### config.mk
export PLATFORM = sky130hd
export DESIGN_NAME = rgb_to_hsv_converter_flat
export DESIGN_NICKNAME = d
export VERILOG_FILES = /design/src/rtl/core/rhc_pkg.sv /design/src/rtl/core/rhc_if.sv /design/src/rtl/core/rgb_to_hsv_converter.sv /design/src/rtl/core/rhc_front.sv /design/src/rtl/core/rhc_queue.sv /design/src/rtl/core/rhc_back.sv /design/src/flat_wrapper.sv
export SDC_FILE = /design/constraint.sdc
export NUM_CORES = 2
export LEC_CHECK = 0
export BUFFER_PORTS_ARGS = -buffer_cell sky130_fd_sc_hd__buf_2
export CAP_MARGIN = 20
export CORE_MARGIN = 2
export CORE_UTILIZATION = 45
export CTS_BUF_LIST = sky130_fd_sc_hd__clkbuf_4
export DETAILED_ROUTE_END_ITERATION = 10
export SLEW_MARGIN = 20
export SYNTH_ARGS = -nofsm -noshare
export SYNTH_HDL_FRONTEND = slang
export SYNTH_HIERARCHICAL = 1
export SYNTH_SLANG_ARGS = --single-unit
### constraint.sdc
create_clock -name clk -period 26.9 [get_ports clk]
set_input_delay 5.38 -clock clk [delete_from_list [all_inputs] [get_ports clk]]
set_output_delay 5.38 -clock clk [all_outputs]
set_load 0.05 [all_outputs]
### src/rtl/core/rhc_pkg.sv
// Types and constants shared by the RGB to HSV converter modules.
`default_nettype none

package rhc_pkg;

  // Result field widths.
  localparam int HUE_W    = 9;
  localparam int SAT_W    = 7;
  localparam int BRIGHT_W = 9;
  localparam int CHAN_W   = 10;

  // Quotient bits produced by the divider pipeline; both quotients stay below 128.
  localparam int QUO_W = 7;

  // Hue scaling and sector offsets in degrees.
  localparam int HUE_SCALE     = 60;
  localparam int HUE_GREEN_OFS = 120;
  localparam int HUE_BLUE_OFS  = 240;
  localparam int HUE_WRAP      = 360;

  // Percent scale.
  localparam int PCT_SCALE = 100;

  // Brightness is floor(100 * max / 255), done as max * (100 * ceil(2^32 / 255)) >> 32.
  // The reciprocal error stays exact for products below 2^24, which covers 16-bit samples.
  localparam int BRIGHT_X_W   = 16;
  localparam int BRIGHT_M_W   = 31;
  localparam int BRIGHT_SHIFT = 32;
  localparam logic [BRIGHT_M_W-1:0] BRIGHT_MULT = 31'd1684301000;

  // Which channel holds the maximum, ties resolved red, then green, then blue.
  typedef enum logic [1:0] {
    SECT_RED,
    SECT_GREEN,
    SECT_BLUE
  } sector_t;

  // Classification passed from the front end to the back end.
  typedef struct packed {
    sector_t sector;
    logic    neg;   // channel difference inside the sector is negative
    logic    grey;  // all channels equal
    logic    blk;   // maximum is zero
  } rhc_cls_t;

endpackage

`default_nettype wire

### src/rtl/core/rhc_if.sv
// Valid/ready channel interfaces for the converter's sample and result streams.
`default_nettype none

interface rhc_in_if #(
  parameter int SAMPLE_BITS = 10
);
  logic                   valid;
  logic                   ready;
  logic [SAMPLE_BITS-1:0] red;
  logic [SAMPLE_BITS-1:0] green;
  logic [SAMPLE_BITS-1:0] blue;

  modport source (output valid, output red, output green, output blue, input ready);
  modport sink (input valid, input red, input green, input blue, output ready);
endinterface

interface rhc_out_if;
  import rhc_pkg::*;

  logic                valid;
  logic                ready;
  logic [HUE_W-1:0]    hue;
  logic [SAT_W-1:0]    saturation;
  logic [BRIGHT_W-1:0] brightness;
  logic [CHAN_W-1:0]   channel_max;
  logic [CHAN_W-1:0]   channel_min;

  modport source (
    output valid, output hue, output saturation, output brightness,
    output channel_max, output channel_min, input ready
  );
  modport sink (
    input valid, input hue, input saturation, input brightness,
    input channel_max, input channel_min, output ready
  );
endinterface

`default_nettype wire

### src/rtl/core/rgb_to_hsv_converter.sv
// Throughput: one sample per cycle while the result side is not stalled.
// The 7-stage divider pipeline resolves one quotient bit a stage.
// A 4-entry queue between the front end and the dividers absorbs stalls on the result side.
// Reset: synchronous, active low; clears valid flags and queue pointers, no data is cleared.
`default_nettype none

module rgb_to_hsv_converter #(
  parameter int SAMPLE_BITS = 10,
  parameter int QUEUE_DEPTH = 4
) (
  input  logic      clk,
  input  logic      rst_n,
  rhc_in_if.sink    in_chan,
  rhc_out_if.source out_chan
);
  import rhc_pkg::*;

  localparam int NUM_W  = SAMPLE_BITS + QUO_W;
  localparam int CLS_W  = $bits(rhc_cls_t);
  localparam int WORD_W = CLS_W + 2 * NUM_W + 3 * SAMPLE_BITS;

  logic                   f_valid, f_ready;
  rhc_cls_t               f_cls, b_cls;
  logic [NUM_W-1:0]       f_num_h, f_num_s, b_num_h, b_num_s;
  logic [SAMPLE_BITS-1:0] f_diff, f_mx, f_mn, b_diff, b_mx, b_mn;
  logic                   b_valid, b_ready;
  logic [WORD_W-1:0]      q_in, q_out;

  // Front end: classify the sample.
  rhc_front #(
    .SAMPLE_BITS(SAMPLE_BITS)
  ) u_front (
    .clk      (clk),
    .rst_n    (rst_n),
    .in_valid (in_chan.valid),
    .in_ready (in_chan.ready),
    .red      (in_chan.red),
    .green    (in_chan.green),
    .blue     (in_chan.blue),
    .out_valid(f_valid),
    .out_ready(f_ready),
    .cls      (f_cls),
    .num_h    (f_num_h),
    .num_s    (f_num_s),
    .diff     (f_diff),
    .mx       (f_mx),
    .mn       (f_mn)
  );

  // Queue between front end and dividers.
  assign q_in = {f_cls, f_num_h, f_num_s, f_diff, f_mx, f_mn};

  rhc_queue #(
    .DATA_W(WORD_W),
    .DEPTH (QUEUE_DEPTH)
  ) u_queue (
    .clk      (clk),
    .rst_n    (rst_n),
    .in_valid (f_valid),
    .in_ready (f_ready),
    .in_data  (q_in),
    .out_valid(b_valid),
    .out_ready(b_ready),
    .out_data (q_out)
  );

  assign {b_cls, b_num_h, b_num_s, b_diff, b_mx, b_mn} = q_out;

  // Back end: dividers and result assembly.
  rhc_back #(
    .SAMPLE_BITS(SAMPLE_BITS)
  ) u_back (
    .clk        (clk),
    .rst_n      (rst_n),
    .in_valid   (b_valid),
    .in_ready   (b_ready),
    .cls        (b_cls),
    .num_h      (b_num_h),
    .num_s      (b_num_s),
    .diff       (b_diff),
    .mx         (b_mx),
    .mn         (b_mn),
    .out_valid  (out_chan.valid),
    .out_ready  (out_chan.ready),
    .hue        (out_chan.hue),
    .saturation (out_chan.saturation),
    .brightness (out_chan.brightness),
    .channel_max(out_chan.channel_max),
    .channel_min(out_chan.channel_min)
  );

endmodule

`default_nettype wire

### src/rtl/core/rhc_front.sv
// Front end: accepts a sample, finds max, min and sector, and forms divider operands.
`default_nettype none

module rhc_front #(
  parameter int SAMPLE_BITS = 10
) (
  input  logic                                     clk,
  input  logic                                     rst_n,
  input  logic                                     in_valid,
  output logic                                     in_ready,
  input  logic [SAMPLE_BITS-1:0]                   red,
  input  logic [SAMPLE_BITS-1:0]                   green,
  input  logic [SAMPLE_BITS-1:0]                   blue,
  output logic                                     out_valid,
  input  logic                                     out_ready,
  output rhc_pkg::rhc_cls_t                        cls,
  output logic [SAMPLE_BITS+rhc_pkg::QUO_W-1:0]    num_h,
  output logic [SAMPLE_BITS+rhc_pkg::QUO_W-1:0]    num_s,
  output logic [SAMPLE_BITS-1:0]                   diff,
  output logic [SAMPLE_BITS-1:0]                   mx,
  output logic [SAMPLE_BITS-1:0]                   mn
);
  import rhc_pkg::*;

  localparam int NUM_W = SAMPLE_BITS + QUO_W;

  logic                   fv_r;
  rhc_cls_t               cls_r, cls_nxt;
  logic [NUM_W-1:0]       num_h_r, num_h_nxt;
  logic [NUM_W-1:0]       num_s_r, num_s_nxt;
  logic [SAMPLE_BITS-1:0] diff_r, diff_nxt;
  logic [SAMPLE_BITS-1:0] mx_r, mx_nxt;
  logic [SAMPLE_BITS-1:0] mn_r, mn_nxt;
  logic [SAMPLE_BITS-1:0] op_a, op_c, mag;

  // The front register takes a new request whenever it is empty or drains into the queue.
  assign in_ready = !fv_r || out_ready;

  // Classify the sample and build numerators for hue and saturation.
  always_comb begin
    mx_nxt = red;
    if (mx_nxt < green) mx_nxt = green;
    if (mx_nxt < blue) mx_nxt = blue;
    mn_nxt = red;
    if (mn_nxt > green) mn_nxt = green;
    if (mn_nxt > blue) mn_nxt = blue;
    diff_nxt = mx_nxt - mn_nxt;

    if (mx_nxt == red) begin
      cls_nxt.sector = SECT_RED;
      op_a = green;
      op_c = blue;
    end else if (mx_nxt == green) begin
      cls_nxt.sector = SECT_GREEN;
      op_a = blue;
      op_c = red;
    end else begin
      cls_nxt.sector = SECT_BLUE;
      op_a = red;
      op_c = green;
    end
    cls_nxt.neg  = op_a < op_c;
    cls_nxt.grey = diff_nxt == '0;
    cls_nxt.blk  = mx_nxt == '0;
    mag = cls_nxt.neg ? (op_c - op_a) : (op_a - op_c);

    num_h_nxt = NUM_W'(mag) * NUM_W'(HUE_SCALE);
    num_s_nxt = NUM_W'(diff_nxt) * NUM_W'(PCT_SCALE);
  end

  // Valid flag.
  always_ff @(posedge clk) begin
    if (!rst_n) begin
      fv_r <= 1'b0;
    end else if (in_ready) begin
      fv_r <= in_valid;
    end
  end

  // Payload register.
  always_ff @(posedge clk) begin
    if (in_ready && in_valid) begin
      cls_r   <= cls_nxt;
      num_h_r <= num_h_nxt;
      num_s_r <= num_s_nxt;
      diff_r  <= diff_nxt;
      mx_r    <= mx_nxt;
      mn_r    <= mn_nxt;
    end
  end

  assign out_valid = fv_r;
  assign cls       = cls_r;
  assign num_h     = num_h_r;
  assign num_s     = num_s_r;
  assign diff      = diff_r;
  assign mx        = mx_r;
  assign mn        = mn_r;

endmodule

`default_nettype wire

### src/rtl/core/rhc_queue.sv
// Small FIFO that decouples the front end from the divider pipeline.
`default_nettype none

module rhc_queue #(
  parameter int DATA_W = 8,
  parameter int DEPTH  = 4
) (
  input  logic              clk,
  input  logic              rst_n,
  input  logic              in_valid,
  output logic              in_ready,
  input  logic [DATA_W-1:0] in_data,
  output logic              out_valid,
  input  logic              out_ready,
  output logic [DATA_W-1:0] out_data
);

  localparam int PTR_W = (DEPTH > 1) ? $clog2(DEPTH) : 1;
  localparam int CNT_W = $clog2(DEPTH + 1);

  logic [DATA_W-1:0] mem_r [DEPTH];
  logic [PTR_W-1:0]  wr_ptr_r, wr_ptr_nxt;
  logic [PTR_W-1:0]  rd_ptr_r, rd_ptr_nxt;
  logic [CNT_W-1:0]  cnt_r, cnt_nxt;
  logic              push, pop;

  assign in_ready  = cnt_r != CNT_W'(DEPTH);
  assign out_valid = cnt_r != '0;
  assign out_data  = mem_r[rd_ptr_r];
  assign push      = in_valid && in_ready;
  assign pop       = out_valid && out_ready;

  // Pointer and count updates; pointers wrap at the depth.
  always_comb begin
    wr_ptr_nxt = wr_ptr_r;
    rd_ptr_nxt = rd_ptr_r;
    cnt_nxt    = cnt_r;
    if (push) begin
      wr_ptr_nxt = (wr_ptr_r == PTR_W'(DEPTH - 1)) ? '0 : wr_ptr_r + 1'b1;
    end
    if (pop) begin
      rd_ptr_nxt = (rd_ptr_r == PTR_W'(DEPTH - 1)) ? '0 : rd_ptr_r + 1'b1;
    end
    if (push && !pop) begin
      cnt_nxt = cnt_r + 1'b1;
    end else if (pop && !push) begin
      cnt_nxt = cnt_r - 1'b1;
    end
  end

  always_ff @(posedge clk) begin
    if (!rst_n) begin
      wr_ptr_r <= '0;
      rd_ptr_r <= '0;
      cnt_r    <= '0;
    end else begin
      wr_ptr_r <= wr_ptr_nxt;
      rd_ptr_r <= rd_ptr_nxt;
      cnt_r    <= cnt_nxt;
    end
  end

  // Storage.
  always_ff @(posedge clk) begin
    if (push) begin
      mem_r[wr_ptr_r] <= in_data;
    end
  end

endmodule

`default_nettype wire

### src/rtl/core/rhc_back.sv
// Back end: pipelined restoring dividers, brightness scaling and result assembly.
`default_nettype none

module rhc_back #(
  parameter int SAMPLE_BITS = 10
) (
  input  logic                                  clk,
  input  logic                                  rst_n,
  input  logic                                  in_valid,
  output logic                                  in_ready,
  input  rhc_pkg::rhc_cls_t                     cls,
  input  logic [SAMPLE_BITS+rhc_pkg::QUO_W-1:0] num_h,
  input  logic [SAMPLE_BITS+rhc_pkg::QUO_W-1:0] num_s,
  input  logic [SAMPLE_BITS-1:0]                diff,
  input  logic [SAMPLE_BITS-1:0]                mx,
  input  logic [SAMPLE_BITS-1:0]                mn,
  output logic                                  out_valid,
  input  logic                                  out_ready,
  output logic [rhc_pkg::HUE_W-1:0]             hue,
  output logic [rhc_pkg::SAT_W-1:0]             saturation,
  output logic [rhc_pkg::BRIGHT_W-1:0]          brightness,
  output logic [rhc_pkg::CHAN_W-1:0]            channel_max,
  output logic [rhc_pkg::CHAN_W-1:0]            channel_min
);
  import rhc_pkg::*;

  localparam int NUM_W  = SAMPLE_BITS + QUO_W;
  localparam int LAST   = QUO_W - 1;
  localparam int PROD_W = BRIGHT_X_W + BRIGHT_M_W;
  localparam int CALC_W = HUE_W + 1;

  // One register set per quotient bit.
  logic [QUO_W-1:0]       v_r;
  logic [NUM_W-1:0]       rem_h_r [QUO_W];
  logic [NUM_W-1:0]       rem_h_nxt [QUO_W];
  logic [NUM_W-1:0]       rem_s_r [QUO_W];
  logic [NUM_W-1:0]       rem_s_nxt [QUO_W];
  logic [QUO_W-1:0]       q_h_r [QUO_W];
  logic [QUO_W-1:0]       q_h_nxt [QUO_W];
  logic [QUO_W-1:0]       q_s_r [QUO_W];
  logic [QUO_W-1:0]       q_s_nxt [QUO_W];
  logic [SAMPLE_BITS-1:0] den_r [QUO_W];
  logic [SAMPLE_BITS-1:0] den_nxt [QUO_W];
  logic [SAMPLE_BITS-1:0] mx_r [QUO_W];
  logic [SAMPLE_BITS-1:0] mx_nxt [QUO_W];
  logic [SAMPLE_BITS-1:0] mn_r [QUO_W];
  logic [SAMPLE_BITS-1:0] mn_nxt [QUO_W];
  rhc_cls_t               cls_r [QUO_W];
  rhc_cls_t               cls_nxt [QUO_W];
  logic [BRIGHT_W-1:0]    bright_r [QUO_W-1];
  logic [BRIGHT_W-1:0]    bright_nxt [QUO_W-1];
  logic [PROD_W-1:0]      prod_r, prod_nxt;

  // Output register.
  logic                out_valid_r;
  logic [HUE_W-1:0]    hue_r, hue_nxt;
  logic [SAT_W-1:0]    sat_r, sat_nxt;
  logic [BRIGHT_W-1:0] bright_out_r;
  logic [CHAN_W-1:0]   chmax_r, chmin_r;

  logic                   adv;
  logic [NUM_W-1:0]       src_rem_h, src_rem_s, trial_h, trial_s;
  logic [QUO_W-1:0]       src_q_h, src_q_s, qbit;
  logic [SAMPLE_BITS-1:0] src_den, src_mx;
  logic [CALC_W-1:0]      qx, hue_calc;
  logic                   rem_nz;
  logic [BRIGHT_X_W-1:0]  mx_ext;

  // The whole pipeline moves unless a finished result is still waiting.
  assign adv      = !out_valid_r || out_ready;
  assign in_ready = adv;

  // One restoring step per stage: stage k resolves quotient bit LAST-k.
  always_comb begin
    for (int k = 0; k < QUO_W; k++) begin
      if (k == 0) begin
        src_rem_h  = num_h;
        src_rem_s  = num_s;
        src_q_h    = '0;
        src_q_s    = '0;
        src_den    = diff;
        src_mx     = mx;
        mn_nxt[k]  = mn;
        cls_nxt[k] = cls;
      end else begin
        src_rem_h  = rem_h_r[k-1];
        src_rem_s  = rem_s_r[k-1];
        src_q_h    = q_h_r[k-1];
        src_q_s    = q_s_r[k-1];
        src_den    = den_r[k-1];
        src_mx     = mx_r[k-1];
        mn_nxt[k]  = mn_r[k-1];
        cls_nxt[k] = cls_r[k-1];
      end
      den_nxt[k] = src_den;
      mx_nxt[k]  = src_mx;
      qbit       = QUO_W'(1) << (LAST - k);
      trial_h    = NUM_W'(src_den) << (LAST - k);
      trial_s    = NUM_W'(src_mx) << (LAST - k);
      if (src_rem_h >= trial_h) begin
        rem_h_nxt[k] = src_rem_h - trial_h;
        q_h_nxt[k]   = src_q_h | qbit;
      end else begin
        rem_h_nxt[k] = src_rem_h;
        q_h_nxt[k]   = src_q_h;
      end
      if (src_rem_s >= trial_s) begin
        rem_s_nxt[k] = src_rem_s - trial_s;
        q_s_nxt[k]   = src_q_s | qbit;
      end else begin
        rem_s_nxt[k] = src_rem_s;
        q_s_nxt[k]   = src_q_s;
      end
    end
  end

  // Brightness: multiply in the first stage, take the scaled bits in the second.
  always_comb begin
    mx_ext   = BRIGHT_X_W'(mx);
    prod_nxt = PROD_W'(mx_ext) * PROD_W'(BRIGHT_MULT);
    for (int k = 0; k < QUO_W - 1; k++) begin
      if (k == 0) begin
        bright_nxt[k] = prod_r[BRIGHT_SHIFT +: BRIGHT_W];
      end else begin
        bright_nxt[k] = bright_r[k-1];
      end
    end
  end

  // Hue from sector, sign, quotient and whether the division was exact.
  always_comb begin
    qx       = CALC_W'(q_h_r[LAST]);
    rem_nz   = rem_h_r[LAST] != '0;
    hue_calc = '0;
    case (cls_r[LAST].sector)
      SECT_RED: begin
        if (!cls_r[LAST].neg) begin
          hue_calc = qx;
        end else if (qx != '0) begin
          hue_calc = CALC_W'(HUE_WRAP) - qx;
        end
      end
      SECT_GREEN: begin
        if (cls_r[LAST].neg) begin
          hue_calc = CALC_W'(HUE_GREEN_OFS) - qx - CALC_W'(rem_nz);
        end else begin
          hue_calc = CALC_W'(HUE_GREEN_OFS) + qx;
        end
      end
      SECT_BLUE: begin
        if (cls_r[LAST].neg) begin
          hue_calc = CALC_W'(HUE_BLUE_OFS) - qx - CALC_W'(rem_nz);
        end else begin
          hue_calc = CALC_W'(HUE_BLUE_OFS) + qx;
        end
      end
      default: begin
        hue_calc = '0;
      end
    endcase
    hue_nxt = cls_r[LAST].grey ? '0 : hue_calc[HUE_W-1:0];
    sat_nxt = cls_r[LAST].blk ? '0 : SAT_W'(q_s_r[LAST]);
  end

  // Stage and output valid flags.
  always_ff @(posedge clk) begin
    if (!rst_n) begin
      v_r         <= '0;
      out_valid_r <= 1'b0;
    end else if (adv) begin
      v_r         <= {v_r[LAST-1:0], in_valid};
      out_valid_r <= v_r[LAST];
    end
  end

  // Stage and output payload.
  always_ff @(posedge clk) begin
    if (adv) begin
      for (int k = 0; k < QUO_W; k++) begin
        rem_h_r[k] <= rem_h_nxt[k];
        rem_s_r[k] <= rem_s_nxt[k];
        q_h_r[k]   <= q_h_nxt[k];
        q_s_r[k]   <= q_s_nxt[k];
        den_r[k]   <= den_nxt[k];
        mx_r[k]    <= mx_nxt[k];
        mn_r[k]    <= mn_nxt[k];
        cls_r[k]   <= cls_nxt[k];
      end
      for (int k = 0; k < QUO_W - 1; k++) begin
        bright_r[k] <= bright_nxt[k];
      end
      prod_r       <= prod_nxt;
      hue_r        <= hue_nxt;
      sat_r        <= sat_nxt;
      bright_out_r <= bright_r[QUO_W-2];
      chmax_r      <= CHAN_W'(mx_r[LAST]);
      chmin_r      <= CHAN_W'(mn_r[LAST]);
    end
  end

  assign out_valid   = out_valid_r;
  assign hue         = hue_r;
  assign saturation  = sat_r;
  assign brightness  = bright_out_r;
  assign channel_max = chmax_r;
  assign channel_min = chmin_r;

endmodule

`default_nettype wire

### src/flat_wrapper.sv
// flat-port wrapper written by rule: the top's interface ports become plain ports
module rgb_to_hsv_converter_flat import rhc_pkg::*;
#(
  parameter int SAMPLE_BITS = 10,
  parameter int QUEUE_DEPTH = 4
)
  (clk, rst_n, in_chan_valid, in_chan_red, in_chan_green, in_chan_blue, in_chan_ready, out_chan_valid, out_chan_hue, out_chan_saturation, out_chan_brightness, out_chan_channel_max, out_chan_channel_min, out_chan_ready);
  rhc_in_if #(.SAMPLE_BITS(SAMPLE_BITS)) in_chan_i ();
  rhc_out_if out_chan_i ();
  input  logic clk;
  input  logic rst_n;
  input wire logic [$bits(in_chan_i.valid)-1:0] in_chan_valid;
  input wire logic [$bits(in_chan_i.red)-1:0] in_chan_red;
  input wire logic [$bits(in_chan_i.green)-1:0] in_chan_green;
  input wire logic [$bits(in_chan_i.blue)-1:0] in_chan_blue;
  output wire logic [$bits(in_chan_i.ready)-1:0] in_chan_ready;
  output wire logic [$bits(out_chan_i.valid)-1:0] out_chan_valid;
  output wire logic [$bits(out_chan_i.hue)-1:0] out_chan_hue;
  output wire logic [$bits(out_chan_i.saturation)-1:0] out_chan_saturation;
  output wire logic [$bits(out_chan_i.brightness)-1:0] out_chan_brightness;
  output wire logic [$bits(out_chan_i.channel_max)-1:0] out_chan_channel_max;
  output wire logic [$bits(out_chan_i.channel_min)-1:0] out_chan_channel_min;
  input wire logic [$bits(out_chan_i.ready)-1:0] out_chan_ready;
  assign in_chan_i.valid = in_chan_valid;
  assign in_chan_i.red = in_chan_red;
  assign in_chan_i.green = in_chan_green;
  assign in_chan_i.blue = in_chan_blue;
  assign in_chan_ready = in_chan_i.ready;
  assign out_chan_valid = out_chan_i.valid;
  assign out_chan_hue = out_chan_i.hue;
  assign out_chan_saturation = out_chan_i.saturation;
  assign out_chan_brightness = out_chan_i.brightness;
  assign out_chan_channel_max = out_chan_i.channel_max;
  assign out_chan_channel_min = out_chan_i.channel_min;
  assign out_chan_i.ready = out_chan_ready;
  rgb_to_hsv_converter #(.SAMPLE_BITS(SAMPLE_BITS), .QUEUE_DEPTH(QUEUE_DEPTH)) u_core (.clk(clk), .rst_n(rst_n), .in_chan(in_chan_i), .out_chan(out_chan_i));
endmodule
; Word level (Yosys, flattened, before mapping)
; Memories as Yosys holds them, arrays and structs flattened. A register that Yosys moved wholly into a read port is not among the register bits.
; Cells that the tools add are included.
[op_classes]
addsub = 28
multipliers = 3
div_mod_pow = 0
n_lt_le_gt_ge = 19
n_eq_ne = 7
shift = 0
n_mux = 53
bitwise_logic = 0
reduce_logical = 18
[op_table]
columns = cell, n
row1 = 17-bit two-way mux, 14
row2 = 10-bit two-way mux, 9
row3 = 10-bit by 28-bit multiplier with 38-bit output (second input constant), 1
row4 = 9-bit two-way mux, 4
row5 = 17-bit by 10-bit >= comparator with 1-bit output, 2
row6 = 17-bit by 11-bit >= comparator with 1-bit output, 2
row7 = 17-bit by 12-bit >= comparator with 1-bit output, 2
row8 = 17-bit by 13-bit >= comparator with 1-bit output, 2
row9 = 17-bit by 14-bit >= comparator with 1-bit output, 2
row10 = 17-bit by 15-bit >= comparator with 1-bit output, 2
row11 = 17-bit by 16-bit >= comparator with 1-bit output, 2
row12 = 17-bit by 10-bit subtractor with 17-bit output, 2
row13 = 17-bit by 11-bit subtractor with 17-bit output, 2
row14 = 17-bit by 12-bit subtractor with 17-bit output, 2
row15 = 17-bit by 13-bit subtractor with 17-bit output, 2
row16 = 17-bit by 14-bit subtractor with 17-bit output, 2
row17 = 17-bit by 15-bit subtractor with 17-bit output, 2
row18 = 17-bit by 16-bit subtractor with 17-bit output, 2
row19 = 10-bit < comparator, 3
row20 = 10-bit subtractor, 3
row21 = 9-bit one-hot mux with 3 select lines, 1
row22 = 10-bit equality test, 2
row23 = 10-bit > comparator, 2
row24 = 10-bit zero test, 2
row25 = 30 further kinds, 59
[totals]
register_bits = 127
latch_bits = 0
ram_bits = 891
rom_bits = 0
input_bits = 34
out_inout_bits = 47
word_cells = 155
mem_count = 10
[memory_table]
columns = memory, depth, word_bits, read_ports, rd_clocked_by_memory_dff, write_ports, line_no
row1 = u_core.u_queue.mem_r, 4, 64, 1, 1, 1, rhc_queue.sv:21  ; logic [DATA_W-1:0] mem_r [DEPTH];
row2 = u_core.u_back.rem_h_r, 7, 17, 7, 0, 7, rhc_back.sv:34  ; logic [NUM_W-1:0] rem_h_r [QUO_W];
row3 = u_core.u_back.rem_s_r, 7, 17, 6, 0, 7, rhc_back.sv:36  ; logic [NUM_W-1:0] rem_s_r [QUO_W];
row4 = u_core.u_back.den_r, 7, 10, 6, 0, 7, rhc_back.sv:42  ; logic [SAMPLE_BITS-1:0] den_r [QUO_W];
row5 = u_core.u_back.mn_r, 7, 10, 7, 1, 7, rhc_back.sv:46  ; logic [SAMPLE_BITS-1:0] mn_r [QUO_W];
row6 = u_core.u_back.mx_r, 7, 10, 7, 1, 7, rhc_back.sv:44  ; logic [SAMPLE_BITS-1:0] mx_r [QUO_W];
row7 = +4 memories, n/a, n/a, n/a, n/a, n/a, n/a

; Longest topological paths before layout
[logic_depth]
depth_word = 10
mapped_depth = 46
depth_no_buf = 42

; Cells and area by module
; Netlist, hierarchy kept.
[modules_own_cells]
columns = module, instances, cells_per_inst, area_each_um2, seq_area_each_um2
row1 = rhc_back, 1, 2449, 31504.0, 18778.0
row2 = rhc_queue, 1, 412, 10426.2, 8468.1
row3 = rhc_front, 1, 762, 7479.7, 1851.8

; Worst setup path after synthesis
; Ideal clock, no wire load.
[synth_path]
path_kind = in2reg
start = input port out_chan_ready
end = register u_core.u_queue.cnt_r[2]
setup_time_ps = 76
arrival_time_ps = 22575
t_required_ps = 26824
setup_slack_ps = 4249
path_stages = 10
path_buffers = 1
cell_sequence = nor2b_1 clkbuf_1 clkinv_1 o31ai_1 ha_1 inv_1 fa_1 xor2_1 or3_2 a21boi_0
[synth_between]
elab_chain_len = 5
elab_cells_between_ends = 7
classes_between = 1 x mux / 6 x reduce/logical
[synth_rtl]
columns = item, line_no
row1 = "start, declared", flat_wrapper.sv:23  ; input wire logic [$bits(out_chan_i.ready)-1:0] out_chan_ready;
row2 = 1-bit logical OR (*), rhc_back.sv:70  ; assign adv = !out_valid_r || out_ready;
row3 = via u_core.b_ready, rgb_to_hsv_converter.sv:26  ; logic b_valid, b_ready;
row4 = 1-bit logical AND (*), rhc_queue.sv:31  ; assign pop = out_valid && out_ready;
row5 = 1-bit zero test, rhc_queue.sv:44  ; if (push && !pop) begin
row6 = 1-bit logical AND, rhc_queue.sv:44
row7 = 3-bit two-way mux / 2-bit nonzero test (equally long branches), n/a
row8 = "end signal, assigned", rhc_queue.sv:59  ; cnt_r <= cnt_nxt;
row9 = "end, declared", rhc_queue.sv:24  ; logic [CNT_W-1:0] cnt_r, cnt_nxt;
; Mark *: on every way through the listed nets, which the timed path passes. The rest lies on a longest branch.
; A chain may end at the register's enable or synchronous reset.

; Final worst setup path
[layout_path]
start = input port in_chan_green[7]
end = register u_core.u_front.num_h_r[15], in the netlist u_core/u_front/num_h[15], data pin
[layout_between]
elab_chain_len = 10
elab_cells_between_ends = 15
classes_between = 2 x add/sub / 1 x mul / 3 x order compare / 2 x eq/ne / 7 x mux
[layout_rtl]
columns = item, line_no
row1 = "start, declared", flat_wrapper.sv:14  ; input wire logic [$bits(in_chan_i.green)-1:0] in_chan_green;
row2 = 10-bit < comparator, rhc_front.sv:42  ; if (mx_nxt < green) mx_nxt = green;
row3 = 10-bit two-way mux, rhc_front.sv:42
row4 = 10-bit < comparator, rhc_front.sv:43  ; if (mx_nxt < blue) mx_nxt = blue;
row5 = 10-bit two-way mux, rhc_front.sv:43
row6 = 10-bit equality test, rhc_front.sv:53  ; end else if (mx_nxt == green) begin
row7 = 10-bit two-way mux, rhc_front.sv:53
row8 = 10-bit two-way mux, rhc_front.sv:49  ; if (mx_nxt == red) begin
row9 = 10-bit subtractor / 10-bit < comparator (equally long branches), "rhc_front.sv:65, rhc_front.sv:62"
row10 = 10-bit two-way mux (*), rhc_front.sv:65  ; mag = cls_nxt.neg ? (op_c - op_a) : (op_a - op_c);
row11 = 10-bit by 4-bit multiplier with 14-bit output (*), rhc_front.sv:67  ; num_h_nxt = NUM_W'(mag) * NUM_W'(HUE_SCALE);
row12 = via u_core.u_front.num_h_nxt[15], rhc_front.sv:29  ; logic [NUM_W-1:0] num_h_r, num_h_nxt;
row13 = "end signal, assigned", rhc_front.sv:84  ; num_h_r <= num_h_nxt;
row14 = "end, declared", rhc_front.sv:29
; Marks and branches as above.

==> results.sh <==
export IMPL_synthMuxAreaShare_pct=6.110
export IMPL_yosysSeqAreaShare_pct=58.89
export IMPL_regArea_um2=29110
export IMPL_synth_area_um2=49410
export IMPL_critPathCapture="u_core/u_front/num_h[15]"
export IMPL_synth_xor_area_share_pct=3.077
export IMPL_skew_ns=0.1134
export IMPL_overflow=0
export IMPL_core_um2=108900
export IMPL_cp_num_cells=44
export IMPL_synth_seq_cells=975
export IMPL_synth_fa_ha_area_share_pct=12.15
export IMPL_synth_edf_count=957
export IMPL_layout_drive_gt1_share_pct=16.87
export IMPL_clk_pin_slew_ns=0.06
export IMPL_instances_no_fill=5509
export IMPL_worst_setup_path_type="in2reg"
export IMPL_multi_input_area_um2=18500
export IMPL_die_area_um2=112500
export IMPL_period_share_pct=60.88
export IMPL_cts_setup_buffers=0
export IMPL_hpwl_um=64260
export IMPL_grt_usage_pct=16.49
export IMPL_async_reset_ff_share_pct=0
export IMPL_clock_sinks=975
export IMPL_rows=121
export IMPL_regToRegSetupSlack_ns=20.41
export IMPL_synthFlopType="edfxtp_1"
export IMPL_drt_wirelength_per_cell_um=16.53
export IMPL_setup_viol=0
export IMPL_hold_buffers=0
export IMPL_slew_violations=0
export IMPL_r2r_end="u_core/u_back/prod_r[40]"
export IMPL_grt_max_degree=208
export IMPL_cts_max_level=5
export IMPL_hp_class="reg2reg"
export IMPL_cts_buffers_inserted=278
export IMPL_max_slew_margin_pct=28.77
export IMPL_cp_start_kind="primary input"
export IMPL_crit_path_max_fanout=40
export IMPL_drtIter0Drc=1596
export IMPL_synth_compound_area_share_pct=8.303
export IMPL_drt_pass1_iterations=5
export IMPL_cp_top_family="compound AO/OA/AOI/OAI gates"
export IMPL_ys_warnings_count=6
export IMPL_synth_avg_cell_area_um2=13.64
export IMPL_ys_types=102
export IMPL_drcViolationCount=0
export IMPL_post_cts_resized_instances=0
export IMPL_worstPathArrival_ns=17.20
export IMPL_critPathLaunch="in_chan_green[7]"
export IMPL_start_util_pct=45.39
export IMPL_rsz0062_at_grt="false"
export IMPL_synth_cells=3623
export IMPL_setup_tns_ns=0
export IMPL_drt_wl_total_um=91060
export IMPL_fin_crit_ns=16.38
export IMPL_syn_to_final_growth_pct=10.25
export IMPL_tritoncts="built"
export IMPL_yosys_area_share_simple_pct=7.691
export IMPL_cpMaxStageDelayCell="mux2i_1"
export IMPL_ioPinCount=81
export IMPL_die_w_um=335.4
export IMPL_cts_root_buf="clkbuf_4"
export IMPL_die_y_um=335.4
export IMPL_ant_nets=0
export IMPL_required_ns=27.73
export IMPL_tightest_slew_ns=1.069
export IMPL_status="complete, no violations"
export IMPL_place_inst=5065
export IMPL_clock_path_buffers=4
export IMPL_grt_pass1_vias=29270
export IMPL_crit_buf_inv=5
export IMPL_portBuffers=80
export IMPL_max_freq_ghz=0.06106
export IMPL_crit_top_cell="a21oi_1"
export IMPL_cpPeakStageDelay_ns=0.59
export IMPL_worstSetupEndpointType="register"
export IMPL_fill_cells=9469
export IMPL_final_nets=4403
export IMPL_antenna_found_initial=7
export IMPL_rr_worst_depth=18
export IMPL_hold_viol_final=0
export IMPL_grt_pass1_wl_um=148500
export IMPL_insertion_delay_ns=1.10
export IMPL_max_cap_viol_count=0
export IMPL_vias=28470
export IMPL_synth_top_family_by_area="adder cells"
export IMPL_gp_congestion=0.9050
export IMPL_vias_per_cell=5.169
## layout by cell type (no fill, tap or decap), types with 21 or more instances in the layout
cell        n
a21oi_1   156
mux4_2     69
clkinv_1   36
a21o_1     62
nand4_1    35
o21a_1     22
mux2_2     59
or3_1      21
nand3_1    48
xnor2_1    96
fa_1       70
buf_2      80
nor2b_1    68
nor4_1     35
clkbuf_4  378
a211oi_1   21
o31ai_1    28
o21ai_0   166
inv_1     372
nor3_1     57
nand2_1   214
edfxtp_1  957
nor2_1    150
a21boi_0   34
buf_4      21
nand2b_1   36
mux2i_1    65
ha_1      367
xor2_1     73
## worst min-delay path by stage
stage | start | end | cells after the start
3_3_place_gp | u_core/u_back/q_s_r[0][6] | u_core/u_back/q_s_r[1][6] | 0
3_5_place_dp | u_core/u_back/bright_r[3][0] | u_core/u_back/bright_r[4][0] | 0
4_1_cts | u_core/u_back/cls_r[1][2] | u_core/u_back/cls_r[2][2] | 0
2_1_floorplan | u_core/u_back/prod_r[32] | u_core/u_back/bright_r[0][0] | 0
6_report | u_core/u_back/cls_r[1][2] | u_core/u_back/cls_r[2][2] | 0
5_1_grt | u_core/u_back/cls_r[1][2] | u_core/u_back/cls_r[2][2] | 0
## sequential cells by signal, summed over array words and instances, names as in the netlist, 5 cells and up, named ones only
register and count:
u_core/u_front/mn 10, u_core/u_back/channel_max 10, u_core/u_back/v_r 7, u_core/u_front/mx 10, u_core/u_back/brightness 9, u_core/u_back/prod_r 12, u_core/u_back/rem_s_r 102, u_core/u_back/channel_min 10
u_core/u_back/mx_r 67, u_core/u_back/saturation 7, u_core/u_back/q_h_r 28, u_core/u_front/cls 5, u_core/u_front/diff 10, u_core/u_back/cls_r 35, u_core/u_queue/mem_r 276, u_core/u_back/rem_h_r 119
u_core/u_back/bright_r 54, u_core/u_back/den_r 60, u_core/u_back/mn_r 70, u_core/u_front/num_s 12, u_core/u_back/q_s_r 28, u_core/u_back/hue 9, u_core/u_front/num_h 14
## kinds of logic (layout without fill, tap and decap cells)
family,Yosys count,after routing
AOI/OAI and AO/OA,635,635
xor gates and xnor gates,171,171
adders and majority gates,438,438
buffers and inverters,452,910
DFF,975,975
muxes,204,204
other,1,15
and+or+nand+nor,747,747
## Yosys cell counts (all sizes together) (8+ instances only)
cell	count	share of area, %
nand2	214	1.6
nor3	61	0.67
mux4	69	3.1
nand2b	36	0.46
mux2i	65	1.3
a211o	10	0.18
nor2	151	1.2
a21boi	34	0.52
or3	23	0.30
inv	373	2.8
clkbuf	26	0.20
o21ai	182	1.8
edfxtp	957	58
nand4b	8	0.14
a22oi	8	0.12
nand3	48	0.49
fa	70	2.8
o22ai	11	0.14
nor4	36	0.49
and2	10	0.13
a211oi	23	0.37
o21a	22	0.33
o21bai	13	0.20
or2	10	0.13
nand4	36	0.47
xor2	73	1.3
xnor2	97	1.7
mux2	70	1.6
a21o	62	0.94
a21oi	157	1.6
o31ai	28	0.43
ha	367	9.3
nor3b	8	0.12
dfxtp	18	0.73
nor2b	68	0.86
a31oi	17	0.22
buf	52	0.73
o211ai	10	0.18
## stage by stage
step	cell area, µm²	util, %	hold WS [ns]	worst slack, ns
global route	54470	50.04	0.3439	9.826
detailed placement	51360	47.18	0.4045	9.526
CTS	54420	49.99	0.3076	10.71
finish	54480	50.05	0.3440	10.52
global placement	51360	47.18	0.4003	9.552
floorplan	49420	-	0.4003	4.249
## per-layer routing
| metal | vias up | track usage, % | share of wire (%) |
|---|---|---|---|
| met3 | 159 | 3.315 | 3.4 |
| li1 | 14250 | - | - |
| met4 | 6 | 6.164 | 2.3 |
| met2 | 487 | 28.03 | 49 |
| met1 | 13570 | 20.81 | 45 |
| met5 | - | 0 | 0.044 |
## final cells by class
cell class              instances  share of cell area, %
diodes                         10                0.04594
clock buffers                 378                  5.209
clock inverters                55                 0.4065
inverters                     374                  2.591
multi-input cells            2200                  33.96
flip-flops and latches        975                  53.43
well taps                    1414                  3.248
repair buffers                103                  1.112
Power is left out: the tool's default activity adds up to more than one toggle a clock period on the data nets, which glitch-free logic cannot reach.
